==> src/rtl/core/bisu_pkg.sv <==
// Package for the bounded integer set operations unit.
// Holds function codes, controller states and the command/status structs.
// No dependencies.
`timescale 1ns / 1ps
package bisu_pkg;

  localparam int CAP_DEFAULT = 32;
  localparam int SIZE_W      = 6;
  localparam int DATA_W      = 32;
  localparam int FUNC_W      = 3;

  localparam logic [FUNC_W-1:0] FN_INS_A = 3'd0;
  localparam logic [FUNC_W-1:0] FN_INS_B = 3'd1;
  localparam logic [FUNC_W-1:0] FN_CLEAR = 3'd2;
  localparam logic [FUNC_W-1:0] FN_UNION = 3'd3;
  localparam logic [FUNC_W-1:0] FN_INTER = 3'd4;
  localparam logic [FUNC_W-1:0] FN_AMB   = 3'd5;
  localparam logic [FUNC_W-1:0] FN_BMA   = 3'd6;

  typedef enum logic [2:0] {
    ST_IDLE,
    ST_ACK,
    ST_CHK,
    ST_FETCH,
    ST_LATCH,
    ST_SCAN,
    ST_DECIDE,
    ST_FLUSH
  } state_t;

  typedef struct packed {
    logic              wr_a;
    logic              wr_b;
    logic              clr;
    logic              l_is_b;
    logic [SIZE_W-1:0] addr_a;
    logic [SIZE_W-1:0] addr_b;
    logic              cand_load;
    logic              scan_clr;
    logic              pv1;
    logic              pv2;
    logic              pend_load;
    logic              out_load;
    logic              out_has;
    logic              out_last;
    logic              out_status;
  } cmd_t;

  typedef struct packed {
    logic [SIZE_W-1:0] a_size;
    logic [SIZE_W-1:0] b_size;
    logic              hit1;
    logic              hit2;
    logic              out_free;
  } stat_t;

endpackage

==> src/rtl/core/bisu_dp.sv <==
// Datapath: the two set memories, sizes, candidate and compare flags,
// pending word and output register. Depends on bisu_pkg.
`timescale 1ns / 1ps
module bisu_dp #(
  parameter int CAPACITY = bisu_pkg::CAP_DEFAULT
) (
  input  logic                        clk,
  input  logic                        rst_n,
  input  bisu_pkg::cmd_t              cmd,
  input  logic [bisu_pkg::DATA_W-1:0] wr_value,
  input  logic                        out_ready,
  output bisu_pkg::stat_t             stat,
  output logic                        out_valid,
  output logic [bisu_pkg::DATA_W-1:0] out_element,
  output logic                        out_has_element,
  output logic                        out_last,
  output logic                        out_status
);
  import bisu_pkg::*;

  localparam int ADR_W = (CAPACITY > 1) ? $clog2(CAPACITY) : 1;

  logic [DATA_W-1:0] mem_a [CAPACITY];
  logic [DATA_W-1:0] mem_b [CAPACITY];
  logic [DATA_W-1:0] rd_a_r, rd_b_r;
  logic [SIZE_W-1:0] a_size_r, b_size_r;
  logic [DATA_W-1:0] cand_r, pend_r;
  logic              pv1_r, pv2_r, hit1_r, hit2_r;
  logic              ov_r, has_r, last_r, st_r;
  logic [DATA_W-1:0] oel_r;
  logic [DATA_W-1:0] r_data, l_data;

  always_ff @(posedge clk) begin
    if (cmd.wr_a) begin
      mem_a[a_size_r[ADR_W-1:0]] <= wr_value;
    end
    if (cmd.wr_b) begin
      mem_b[b_size_r[ADR_W-1:0]] <= wr_value;
    end
    rd_a_r <= mem_a[cmd.addr_a[ADR_W-1:0]];
    rd_b_r <= mem_b[cmd.addr_b[ADR_W-1:0]];
  end

  assign r_data = cmd.l_is_b ? rd_a_r : rd_b_r;
  assign l_data = cmd.l_is_b ? rd_b_r : rd_a_r;

  always_ff @(posedge clk) begin
    if (!rst_n) begin
      a_size_r <= '0;
      b_size_r <= '0;
      ov_r     <= 1'b0;
      pv1_r    <= 1'b0;
      pv2_r    <= 1'b0;
      hit1_r   <= 1'b0;
      hit2_r   <= 1'b0;
    end else begin
      if (cmd.clr) begin
        a_size_r <= '0;
        b_size_r <= '0;
      end else begin
        if (cmd.wr_a) a_size_r <= a_size_r + SIZE_W'(1);
        if (cmd.wr_b) b_size_r <= b_size_r + SIZE_W'(1);
      end
      pv1_r <= cmd.pv1;
      pv2_r <= cmd.pv2;
      if (cmd.scan_clr) begin
        hit1_r <= 1'b0;
        hit2_r <= 1'b0;
      end else begin
        if (pv1_r && (r_data == cand_r)) hit1_r <= 1'b1;
        if (pv2_r && (l_data == cand_r)) hit2_r <= 1'b1;
      end
      if (cmd.out_load) begin
        ov_r <= 1'b1;
      end else if (out_ready) begin
        ov_r <= 1'b0;
      end
    end
  end

  always_ff @(posedge clk) begin
    if (cmd.cand_load) cand_r <= l_data;
    if (cmd.pend_load) pend_r <= cand_r;
    if (cmd.out_load) begin
      oel_r  <= cmd.out_has ? pend_r : '0;
      has_r  <= cmd.out_has;
      last_r <= cmd.out_last;
      st_r   <= cmd.out_status;
    end
  end

  assign stat.a_size   = a_size_r;
  assign stat.b_size   = b_size_r;
  assign stat.hit1     = hit1_r;
  assign stat.hit2     = hit2_r;
  assign stat.out_free = !ov_r || out_ready;

  assign out_valid       = ov_r;
  assign out_element     = oel_r;
  assign out_has_element = has_r;
  assign out_last        = last_r;
  assign out_status      = st_r;

endmodule

==> src/rtl/core/bisu_ctrl.sv <==
// Controller: sequences inserts, clears and the candidate-by-candidate scans.
// Depends on bisu_pkg; drives bisu_dp through cmd_t.
`timescale 1ns / 1ps
module bisu_ctrl #(
  parameter int CAPACITY = bisu_pkg::CAP_DEFAULT
) (
  input  logic                        clk,
  input  logic                        rst_n,
  input  logic                        in_valid,
  input  logic [bisu_pkg::FUNC_W-1:0] in_func,
  output logic                        in_ready,
  input  bisu_pkg::stat_t             stat,
  output bisu_pkg::cmd_t              cmd
);
  import bisu_pkg::*;

  localparam logic [SIZE_W-1:0] CAP_S = SIZE_W'(CAPACITY);

  state_t            state_r, state_nxt;
  logic [FUNC_W-1:0] op_r, op_nxt;
  logic              phase_r, phase_nxt;
  logic [SIZE_W-1:0] i_r, i_nxt, j_r, j_nxt;
  logic              pend_v_r, pend_v_nxt;
  logic              ack_st_r, ack_st_nxt;

  logic              l_is_b, chk1, chk2, want_found, emit;
  logic [SIZE_W-1:0] ln, rn, lim1, lim2, lim;

  always_comb begin
    l_is_b     = (op_r == FN_BMA) || ((op_r == FN_UNION) && phase_r);
    chk1       = !((op_r == FN_UNION) && !phase_r);
    chk2       = ((op_r == FN_UNION) && phase_r) || (op_r == FN_INTER);
    want_found = (op_r == FN_INTER);
    ln         = l_is_b ? stat.b_size : stat.a_size;
    rn         = l_is_b ? stat.a_size : stat.b_size;
    lim1       = chk1 ? rn : '0;
    lim2       = chk2 ? i_r : '0;
    lim        = (lim1 > lim2) ? lim1 : lim2;
    emit       = (!chk1 || (want_found ? stat.hit1 : !stat.hit1)) && !(chk2 && stat.hit2);
  end

  always_ff @(posedge clk) begin
    if (!rst_n) begin
      state_r  <= ST_IDLE;
      op_r     <= FN_CLEAR;
      phase_r  <= 1'b0;
      i_r      <= '0;
      j_r      <= '0;
      pend_v_r <= 1'b0;
      ack_st_r <= 1'b0;
    end else begin
      state_r  <= state_nxt;
      op_r     <= op_nxt;
      phase_r  <= phase_nxt;
      i_r      <= i_nxt;
      j_r      <= j_nxt;
      pend_v_r <= pend_v_nxt;
      ack_st_r <= ack_st_nxt;
    end
  end

  always_comb begin
    state_nxt  = state_r;
    op_nxt     = op_r;
    phase_nxt  = phase_r;
    i_nxt      = i_r;
    j_nxt      = j_r;
    pend_v_nxt = pend_v_r;
    ack_st_nxt = ack_st_r;
    in_ready   = 1'b0;
    cmd        = '0;
    cmd.l_is_b = l_is_b;
    unique case (state_r)
      ST_IDLE: begin
        in_ready = 1'b1;
        if (in_valid) begin
          op_nxt     = in_func;
          ack_st_nxt = 1'b0;
          state_nxt  = ST_ACK;
          unique case (in_func) inside
            FN_INS_A: begin
              if (stat.a_size < CAP_S) cmd.wr_a = 1'b1;
              else ack_st_nxt = 1'b1;
            end
            FN_INS_B: begin
              if (stat.b_size < CAP_S) cmd.wr_b = 1'b1;
              else ack_st_nxt = 1'b1;
            end
            FN_CLEAR: cmd.clr = 1'b1;
            FN_UNION, FN_INTER, FN_AMB, FN_BMA: begin
              i_nxt      = '0;
              phase_nxt  = 1'b0;
              pend_v_nxt = 1'b0;
              state_nxt  = ST_CHK;
            end
            default: ;
          endcase
        end
      end
      ST_ACK: begin
        if (stat.out_free) begin
          cmd.out_load   = 1'b1;
          cmd.out_last   = 1'b1;
          cmd.out_status = ack_st_r;
          state_nxt      = ST_IDLE;
        end
      end
      ST_CHK: begin
        if (i_r < ln) begin
          state_nxt = ST_FETCH;
        end else if ((op_r == FN_UNION) && !phase_r) begin
          phase_nxt = 1'b1;
          i_nxt     = '0;
        end else if (stat.out_free) begin
          cmd.out_load = 1'b1;
          cmd.out_has  = pend_v_r;
          cmd.out_last = 1'b1;
          state_nxt    = ST_IDLE;
        end
      end
      ST_FETCH: begin
        if (l_is_b) cmd.addr_b = i_r;
        else cmd.addr_a = i_r;
        state_nxt = ST_LATCH;
      end
      ST_LATCH: begin
        cmd.cand_load = 1'b1;
        cmd.scan_clr  = 1'b1;
        j_nxt         = '0;
        state_nxt     = ST_SCAN;
      end
      ST_SCAN: begin
        cmd.addr_a = j_r;
        cmd.addr_b = j_r;
        cmd.pv1    = chk1 && (j_r < rn);
        cmd.pv2    = chk2 && (j_r < i_r);
        if (j_r < lim) j_nxt = j_r + SIZE_W'(1);
        else state_nxt = ST_DECIDE;
      end
      ST_DECIDE: begin
        if (emit && pend_v_r) begin
          state_nxt = ST_FLUSH;
        end else begin
          if (emit) begin
            cmd.pend_load = 1'b1;
            pend_v_nxt    = 1'b1;
          end
          i_nxt     = i_r + SIZE_W'(1);
          state_nxt = ST_CHK;
        end
      end
      ST_FLUSH: begin
        if (stat.out_free) begin
          cmd.out_load  = 1'b1;
          cmd.out_has   = 1'b1;
          cmd.pend_load = 1'b1;
          i_nxt         = i_r + SIZE_W'(1);
          state_nxt     = ST_CHK;
        end
      end
      default: state_nxt = ST_IDLE;
    endcase
  end

endmodule

==> src/rtl/core/bounded_int_set_ops_unit.sv <==
// Top level of the bounded integer set operations unit.
// Instantiates bisu_ctrl and bisu_dp; depends on bisu_pkg.
//
//   channel  dir  handshake            word
//   in       in   in_valid/in_ready    in_func, in_value
//   out      out  out_valid/out_ready  out_element, out_has_element, out_last, out_status
//
// Insert, clear and unused codes go through ST_ACK and then wait for a free output register.
// A set operation takes each left element through ST_CHK, ST_FETCH, ST_LATCH,
// ST_SCAN up to max(right size, index) and ST_DECIDE, plus ST_FLUSH when a word
// is flushed; the scan is set by the single read port of each set memory.
// Reset clears the sizes and control; the memories hold until written.
// A stalled output holds the controller; one word may wait in the output register.
`timescale 1ns / 1ps
module bounded_int_set_ops_unit #(
  parameter int CAPACITY = bisu_pkg::CAP_DEFAULT
) (
  input  logic                               clk,
  input  logic                               rst_n,
  input  logic                               in_valid,
  output logic                               in_ready,
  input  logic        [bisu_pkg::FUNC_W-1:0] in_func,
  input  logic signed [bisu_pkg::DATA_W-1:0] in_value,
  output logic                               out_valid,
  input  logic                               out_ready,
  output logic signed [bisu_pkg::DATA_W-1:0] out_element,
  output logic                               out_has_element,
  output logic                               out_last,
  output logic                               out_status
);
  import bisu_pkg::*;

  cmd_t              cmd;
  stat_t             stat;
  logic [DATA_W-1:0] el;

  bisu_ctrl #(.CAPACITY(CAPACITY)) u_ctrl (
    .clk      (clk),
    .rst_n    (rst_n),
    .in_valid (in_valid),
    .in_func  (in_func),
    .in_ready (in_ready),
    .stat     (stat),
    .cmd      (cmd)
  );

  bisu_dp #(.CAPACITY(CAPACITY)) u_dp (
    .clk             (clk),
    .rst_n           (rst_n),
    .cmd             (cmd),
    .wr_value        (in_value),
    .out_ready       (out_ready),
    .stat            (stat),
    .out_valid       (out_valid),
    .out_element     (el),
    .out_has_element (out_has_element),
    .out_last        (out_last),
    .out_status      (out_status)
  );

  assign out_element = el;

  a_accept_busy: assert property (@(posedge clk) disable iff (!rst_n)
    in_valid && in_ready |=> !in_ready)
    else $error("input taken while busy");

  a_empty_last: assert property (@(posedge clk) disable iff (!rst_n)
    out_valid && !out_has_element |-> out_last)
    else $error("empty word not last");

  a_status_ack: assert property (@(posedge clk) disable iff (!rst_n)
    out_valid && out_status |-> !out_has_element && out_element == '0)
    else $error("drop flag on element word");

endmodule

==> config.mk <==
export PLATFORM = sky130hd
export DESIGN_NAME = bounded_int_set_ops_unit
export DESIGN_NICKNAME = d
export VERILOG_FILES = /design/src/rtl/core/bisu_pkg.sv /design/src/rtl/core/bisu_dp.sv /design/src/rtl/core/bisu_ctrl.sv /design/src/rtl/core/bounded_int_set_ops_unit.sv
export SDC_FILE = /design/constraint.sdc
export NUM_CORES = 2
export LEC_CHECK = 0
export BUFFER_PORTS_ARGS = -buffer_cell sky130_fd_sc_hd__clkbuf_2
export CORE_MARGIN = 4
export CORE_UTILIZATION = 45
export DETAILED_ROUTE_END_ITERATION = 10
export GPL_ROUTABILITY_DRIVEN = 0
export GPL_TIMING_DRIVEN = 0
export HOLD_SLACK_MARGIN = 0.15
export SYNTH_ARGS = -nofsm -noshare
export SYNTH_HDL_FRONTEND = slang
export SYNTH_SLANG_ARGS = --single-unit
==> constraint.sdc <==
create_clock -name clk -period 6.7 [get_ports clk]
set_input_delay 0.335 -clock clk [delete_from_list [all_inputs] [get_ports clk]]
set_output_delay 0.335 -clock clk [all_outputs]
set_load 0.01 [all_outputs]
; ---- After elaboration in Yosys (flattened, before gate mapping)
; Memory sizes are Yosys's and may differ from the RTL's. A register that Yosys moved wholly into a read port is not among the register bits.
; Index checks and enable logic that the tools add are counted.
[op_classes]
addsub = 4
n_lt_le_gt_ge = 7
n_eq_ne = 28
muxes = 67
bitwise_logic = 1
n_reduce_logical = 36
[ops]
columns = operator, count
row1 = 6-bit 2-to-1 mux, 13
row2 = 32-bit equality test, 2
row3 = 32-bit 2-to-1 mux, 2
row4 = 3-bit 2-to-1 mux, 13
row5 = "3-bit equality test, second input constant", 9
row6 = "6-bit by 1-bit adder with 6-bit output, second input constant", 4
row7 = 6-bit < comparator, 4
row8 = 1-bit 2-to-1 mux, 24
row9 = 3-bit one-hot mux with 8 select lines, 1
row10 = 6-bit one-hot mux with 4 select lines, 1
row11 = 11-bit one-hot mux with 2 select lines, 1
row12 = "3-bit by 2-bit equality test with 1-bit output, second input constant", 5
row13 = "6-bit < comparator, second input constant", 2
row14 = "2-bit inequality test, second input constant", 6
row15 = 1-bit one-hot mux with 2 select lines, 6
row16 = 6-bit one-hot mux with 2 select lines, 1
row17 = 5-bit AND reduction, 2
row18 = 1-bit logical AND, 9
row19 = 2-bit AND reduction, 4
row20 = 2-bit nonzero test, 4
row21 = 7-bit AND reduction, 1
row22 = "3-bit by 1-bit equality test with 1-bit output, second input constant", 2
row23 = 6-bit greater-than comparator, 1
row24 = 3-bit logical NOT, 2
row25 = 12 further kinds, 24
[totals]
register_bits = 137
mem_bits_rw = 2048
in_bits = 39
output_inout_bits = 37
word_cells = 165
memories = 2
[memory_table]
columns = name, words, word_bits, rd, rd_ports_with_merged_regs, write_ports, line
row1 = u_dp.mem_a, 32, 32, 1, 1, 1, bisu_dp.sv:23  ; logic [DATA_W-1:0] mem_a [CAPACITY];
row2 = u_dp.mem_b, 32, 32, 1, 1, 1, bisu_dp.sv:24  ; logic [DATA_W-1:0] mem_b [CAPACITY];

; ---- Logic depth before layout (Yosys ltp)
[logic_depth]
depth_word = 10
depth_mapped = 25
ltp_nobuf = 19

; ---- Modules after synthesis
; A second synthesis with hierarchy kept.
[hier_totals]
hier_cells = 3771
area_unflattened_um2 = 87008.4
[by_module_without_submodules]
columns = module, instances, cells_each, area_per_inst_um2, seq_area_each_um2
row1 = bisu_dp, 1, 3433, 84422.2, 66093.4
row2 = bisu_ctrl, 1, 338, 2586.2, 420.4

; ---- Worst setup path after synthesis
; OpenSTA, ideal clock, no wires.
[synth_path]
path_type = reg2reg
from = register u_ctrl.op_r[1]
to = register u_ctrl.j_r[5]
setup_time_ns = 0.117
t_arrival_ns = 4.389
t_required_ns = 6.583
path_slack_ns = 2.195
path_stages_with_launch = 24
path_buffers = 6
synth_period_minus_slack_ns = 4.505
cell_sequence = dfxtp_1 buf_4 nand4b_4 and2_1 buf_2 buf_2 buf_2 buf_2 mux2i_1 nor2_1 ha_1 nand2_1 o21ai_0 nand2_1 nor3_1 a31oi_1 ha_1 nor2_1 and4b_1 a311oi_1 a31o_1 buf_2 a32o_1 a22o_1
[synth_via]
elab_chain_cells = 10
word_cells_on_any_way = 15
cone_classes = order compare (2) / eq/ne (4) / mux (4) / reduce/logical (5)
[synth_lines]
columns = element, line
row1 = from (decl), bisu_ctrl.sv:20  ; logic [FUNC_W-1:0] op_r, op_nxt;
row2 = from (signal assigned), bisu_ctrl.sv:53  ; op_r <= op_nxt;
row3 = 3-bit by 2-bit equality test with 1-bit output, "bisu_ctrl.sv:30, bisu_ctrl.sv:31, bisu_ctrl.sv:32"
row4 = 1-bit logical AND, "bisu_ctrl.sv:30, bisu_ctrl.sv:32"
row5 = 1-bit logical OR, bisu_ctrl.sv:30  ; l_is_b = (op_r == FN_BMA) || ((op_r == FN_UNION) && phase_r);
row6 = 6-bit 2-to-1 mux, bisu_ctrl.sv:35  ; rn = l_is_b ? stat.a_size : stat.b_size;
row7 = 6-bit 2-to-1 mux, bisu_ctrl.sv:36  ; lim1 = chk1 ? rn : '0;
row8 = 6-bit greater-than comparator, bisu_ctrl.sv:38  ; lim = (lim1 > lim2) ? lim1 : lim2;
row9 = 6-bit 2-to-1 mux (*), bisu_ctrl.sv:38
row10 = 6-bit < comparator (*), bisu_ctrl.sv:137  ; if (j_r < lim) j_nxt = j_r + SIZE_W'(1);
row11 = 2-bit by 1-bit inequality test with 1-bit output (no line) (*), -
row12 = 2-bit AND reduction (no line) (*), -
row13 = to (signal assigned), bisu_ctrl.sv:56  ; j_r <= j_nxt;
row14 = to (decl), bisu_ctrl.sv:22  ; logic [SIZE_W-1:0] i_r, i_nxt, j_r, j_nxt;
; Every way passes the cells marked *; elsewhere a longest branch is shown, timed or not.
; A chain may end at the register's enable or synchronous reset.

; ---- Worst setup path after layout
[layout_path]
from = register u_ctrl.op_r[1]
to = register u_ctrl.j_r[4]
; The elaborated chain is that of the path after synthesis.

==> results.toml <==
[clocking]
post_cts_buffers = 0
clock_sinks = 2249
post_cts_resized = 0
cts_tree = "done"
cts_buffer_depth = 3
ctsHoldBuffers = 36
numCtsBuffers = 225
clkTransAtPathRegs_ns = 0.06
clk_latency_ns = 0.88
cts-htree-levels = 4
cts_root_buf = "clkbuf_16"

[sta]
tns_ns = 0
finalHoldViolations = 0
slew_violations = 0
slew_headroom_pct = 7.81
setup_viol = 0
fin_crit_ns = 5.87
period_share_pct = 87.5
skew_ns = 0.0625
fmax_ghz = 0.171
tightest_slew_ns = 1.38
grt_setup_unrepaired = "false"

[die]
fp.dieArea_sq_mm = 0.205
die_h_um = 453
die_x_um = 453
fp-row-count = 162
core_region_area_sq_mm = 0.196
io_pins = 76
initial_core_util_pct = 45.4

[pwr]
p_total_uw = 29000
ir_worst_vdd_mv = 0.233
powerDensity_mw_per_mm2 = 281
leakage_uw = 0.0349

[route]
wire_per_inst_um = 28.6
firstDrtPassIters = 8
via_count = 58206
viasPerCell = 5.95
drt.antenna.violating_nets = 0
drt_iter0_markers = 8245
wl_um = 280000
drcViolationCount = 0

[setup_path]
crit_required_ns = 7.44
critical_path_class = "register to register"
cp-start-kind = "register"
max_stage_delay_ns = 0.72
path_max_fanout = 10
crit_chain = "buf_4, nand3b_2, and2_1, buf_2, buf_2, buf_2, buf_2, mux2i_1, nor2_1, ha_1, nand2_1, o21ai_0, nand2_1, a31oi_1, ha_1, nor2_1, and4b_1, a311oi_1, a31o_1, buf_2, nor2_1, a22o_1"
crit_cells = 22
r2r_start = "u_ctrl.op_r[1]$_SDFFE_PN1P_"
rr_worst_depth = 22
cp.arrival_ns = 6.61
cp-end-kind = "register"
slowest_stage = "o21ai_0"
critical_path_buf_inv_count = 6
crit_top_cell = "buf_2"
cpLargestDelayFamily = "compound AO/OA/AOI/OAI gates"
worstSetupStartpoint = "u_ctrl.op_r[1]$_SDFFE_PN1P_"

[layout]
drive_gt1_share_pct = 11.7
fillers = 16360
final_cell_mix = "edfxtp_1, nand2_1, nand3_1"
final_common_cell = "edfxtp_1"
areaGrowthSynthToFinish_pct = 15.8
final_nets = 7033

[global_routing]
grt_remaining_overflow = 0
antenna_found_initial = 25
grt_pass1_wl_um = 399000
grt_usage_pct = 26.9
grt_max_degree = 65
grt_pass1_vias = 55127

[yosys]
async_flop_share_pct = 0
yosysTopAreaCell = "edfxtp_1"
synth_area_sq_mm = 0.0890
avgSynthCellArea_sq_um = 13.6
yosys-top-cells-area = "edfxtp_1, nand2_1, dfxtp_1, nand3_1, a21oi_1"
synth-main-ff-cell = "edfxtp_1"
synthCells = 6521
syn_nets = 6596
synth_edf_count = 2147
yosysSeqAreaShare_pct = 74.8
synth_cell_types = 83
yosysWarnings = 0
synth_top_area_share_pct = 72.5
synth_seq_cells = 2249

[placed_design]
numPortBuffers = 74
dp_hpwl_um = 196000

[outcome]
outcome = "finished, final reports clean"

[run]
maxCapViolCount = 0

[hold_path]
min_path_cells = 2
hp-start = "in_value[0]"
hp-class = "primary input to register"
[cell families after synthesis]
logic type,share of synthesized area (%)
mux,1.91
simple gates,13.1
flops,74.8
xor+xnor,0.660
buf+inv,2.32
compound gates,6.70
fa+ha+maj,0.506
[routing by layer]
layer,up-vias,routed length (um),GRT usage (%)
met5,-,23,0
met4,4,13100,11.2
met3,484,26800,5.43
met2,3021,128000,41.7
met1,29406,112000,37.2
li1,25291,-,-
[sequential cells by signal, indices dropped and copies added (netlist names), 3 cells and up]
signal / cells
u_ctrl.j_r: 6
u_ctrl.state_r: 3
u_dp.out_element: 32
u_dp.mem_b: 1024
u_dp.a_size_r: 6
u_dp.mem_a: 1024
u_dp.pend_r: 32
u_dp.cand_r: 32
u_dp.rd_b_r: 32
u_dp.b_size_r: 6
u_dp.rd_a_r: 32
u_ctrl.op_r: 3
u_ctrl.i_r: 6
[metrics by stage]
step | std cells | hold WS (ns) | utilization [%] | instance area (sq um) | setup WS, ns
2_1_floorplan | 6521 | 0.425 | - | 89000 | 2.19
3_3_place_gp | 9219 | 0.494 | 47.3 | 92600 | 1.08
3_5_place_dp | 9319 | 0.491 | 48.7 | 95400 | 1.05
4_1_cts | 9773 | 0.254 | 52.6 | 103000 | 1.02
5_1_grt | 9776 | 0.293 | 52.6 | 103000 | 0.435
6_report | 9782 | 0.346 | 52.6 | 103000 | 0.835
[cell usage after synthesis, types with 11 or more instances]
cell type and n:
clkbuf_1 173, inv_1 26, dfxtp_1 102, and3_1 134
buf_1 36, mux2_2 33, ha_1 36, and2_1 43
buf_4 36, nor2b_1 12, buf_6 11, nor2_1 158
a2111oi_0 35, a32oi_1 64, nor3_1 12, nand4_1 83
a21oi_1 277, o21a_1 11, or3_1 37, a22oi_1 32
o22ai_1 68, mux2i_1 130, buf_2 155, or4_1 32
a31oi_1 170, o221ai_1 61, nand2_1 1722, edfxtp_1 2147
nand3_1 382, o2111ai_1 34, xnor2_1 18, xor2_1 49
o21ai_0 49, a221oi_1 35
[where the power goes]
| group | switching (uW) | leakage (uW) | internal, uW |
|---|---|---|---|
| combinational | 732 | 0.0113 | 279 |
| clock | 5430 | 0.00348 | 6890 |
| sequential | 105 | 0.0202 | 15500 |
[cell type report]
cell class,instances,area [sq um],area share [%]
sequential,2249,66500,64.6
antenna,9,22.5,0.0219
multi-input combinational,3834,20900,20.3
clock inverter,126,1190,1.15
tap,2624,3280,3.19
timing repair buffer,210,3010,2.93
clock buffer,292,5980,5.81
inverter,26,97.6,0.0948
buffer,412,1970,1.91
[path summary, 6_finish.rpt]
kind,end,slack [ns]
max,u_ctrl.j_r[4]$_SDFFE_PN0P_,0.83
min,u_dp.mem_a[24][0]$_DFFE_PP_,0.35
max reg2reg,u_ctrl.j_r[4]$_SDFFE_PN0P_,0.83
min reg2reg,u_dp.hit2_r$_SDFFE_PP0P_,0.52
No activity file was read; power rests on OpenSTA's default activity.
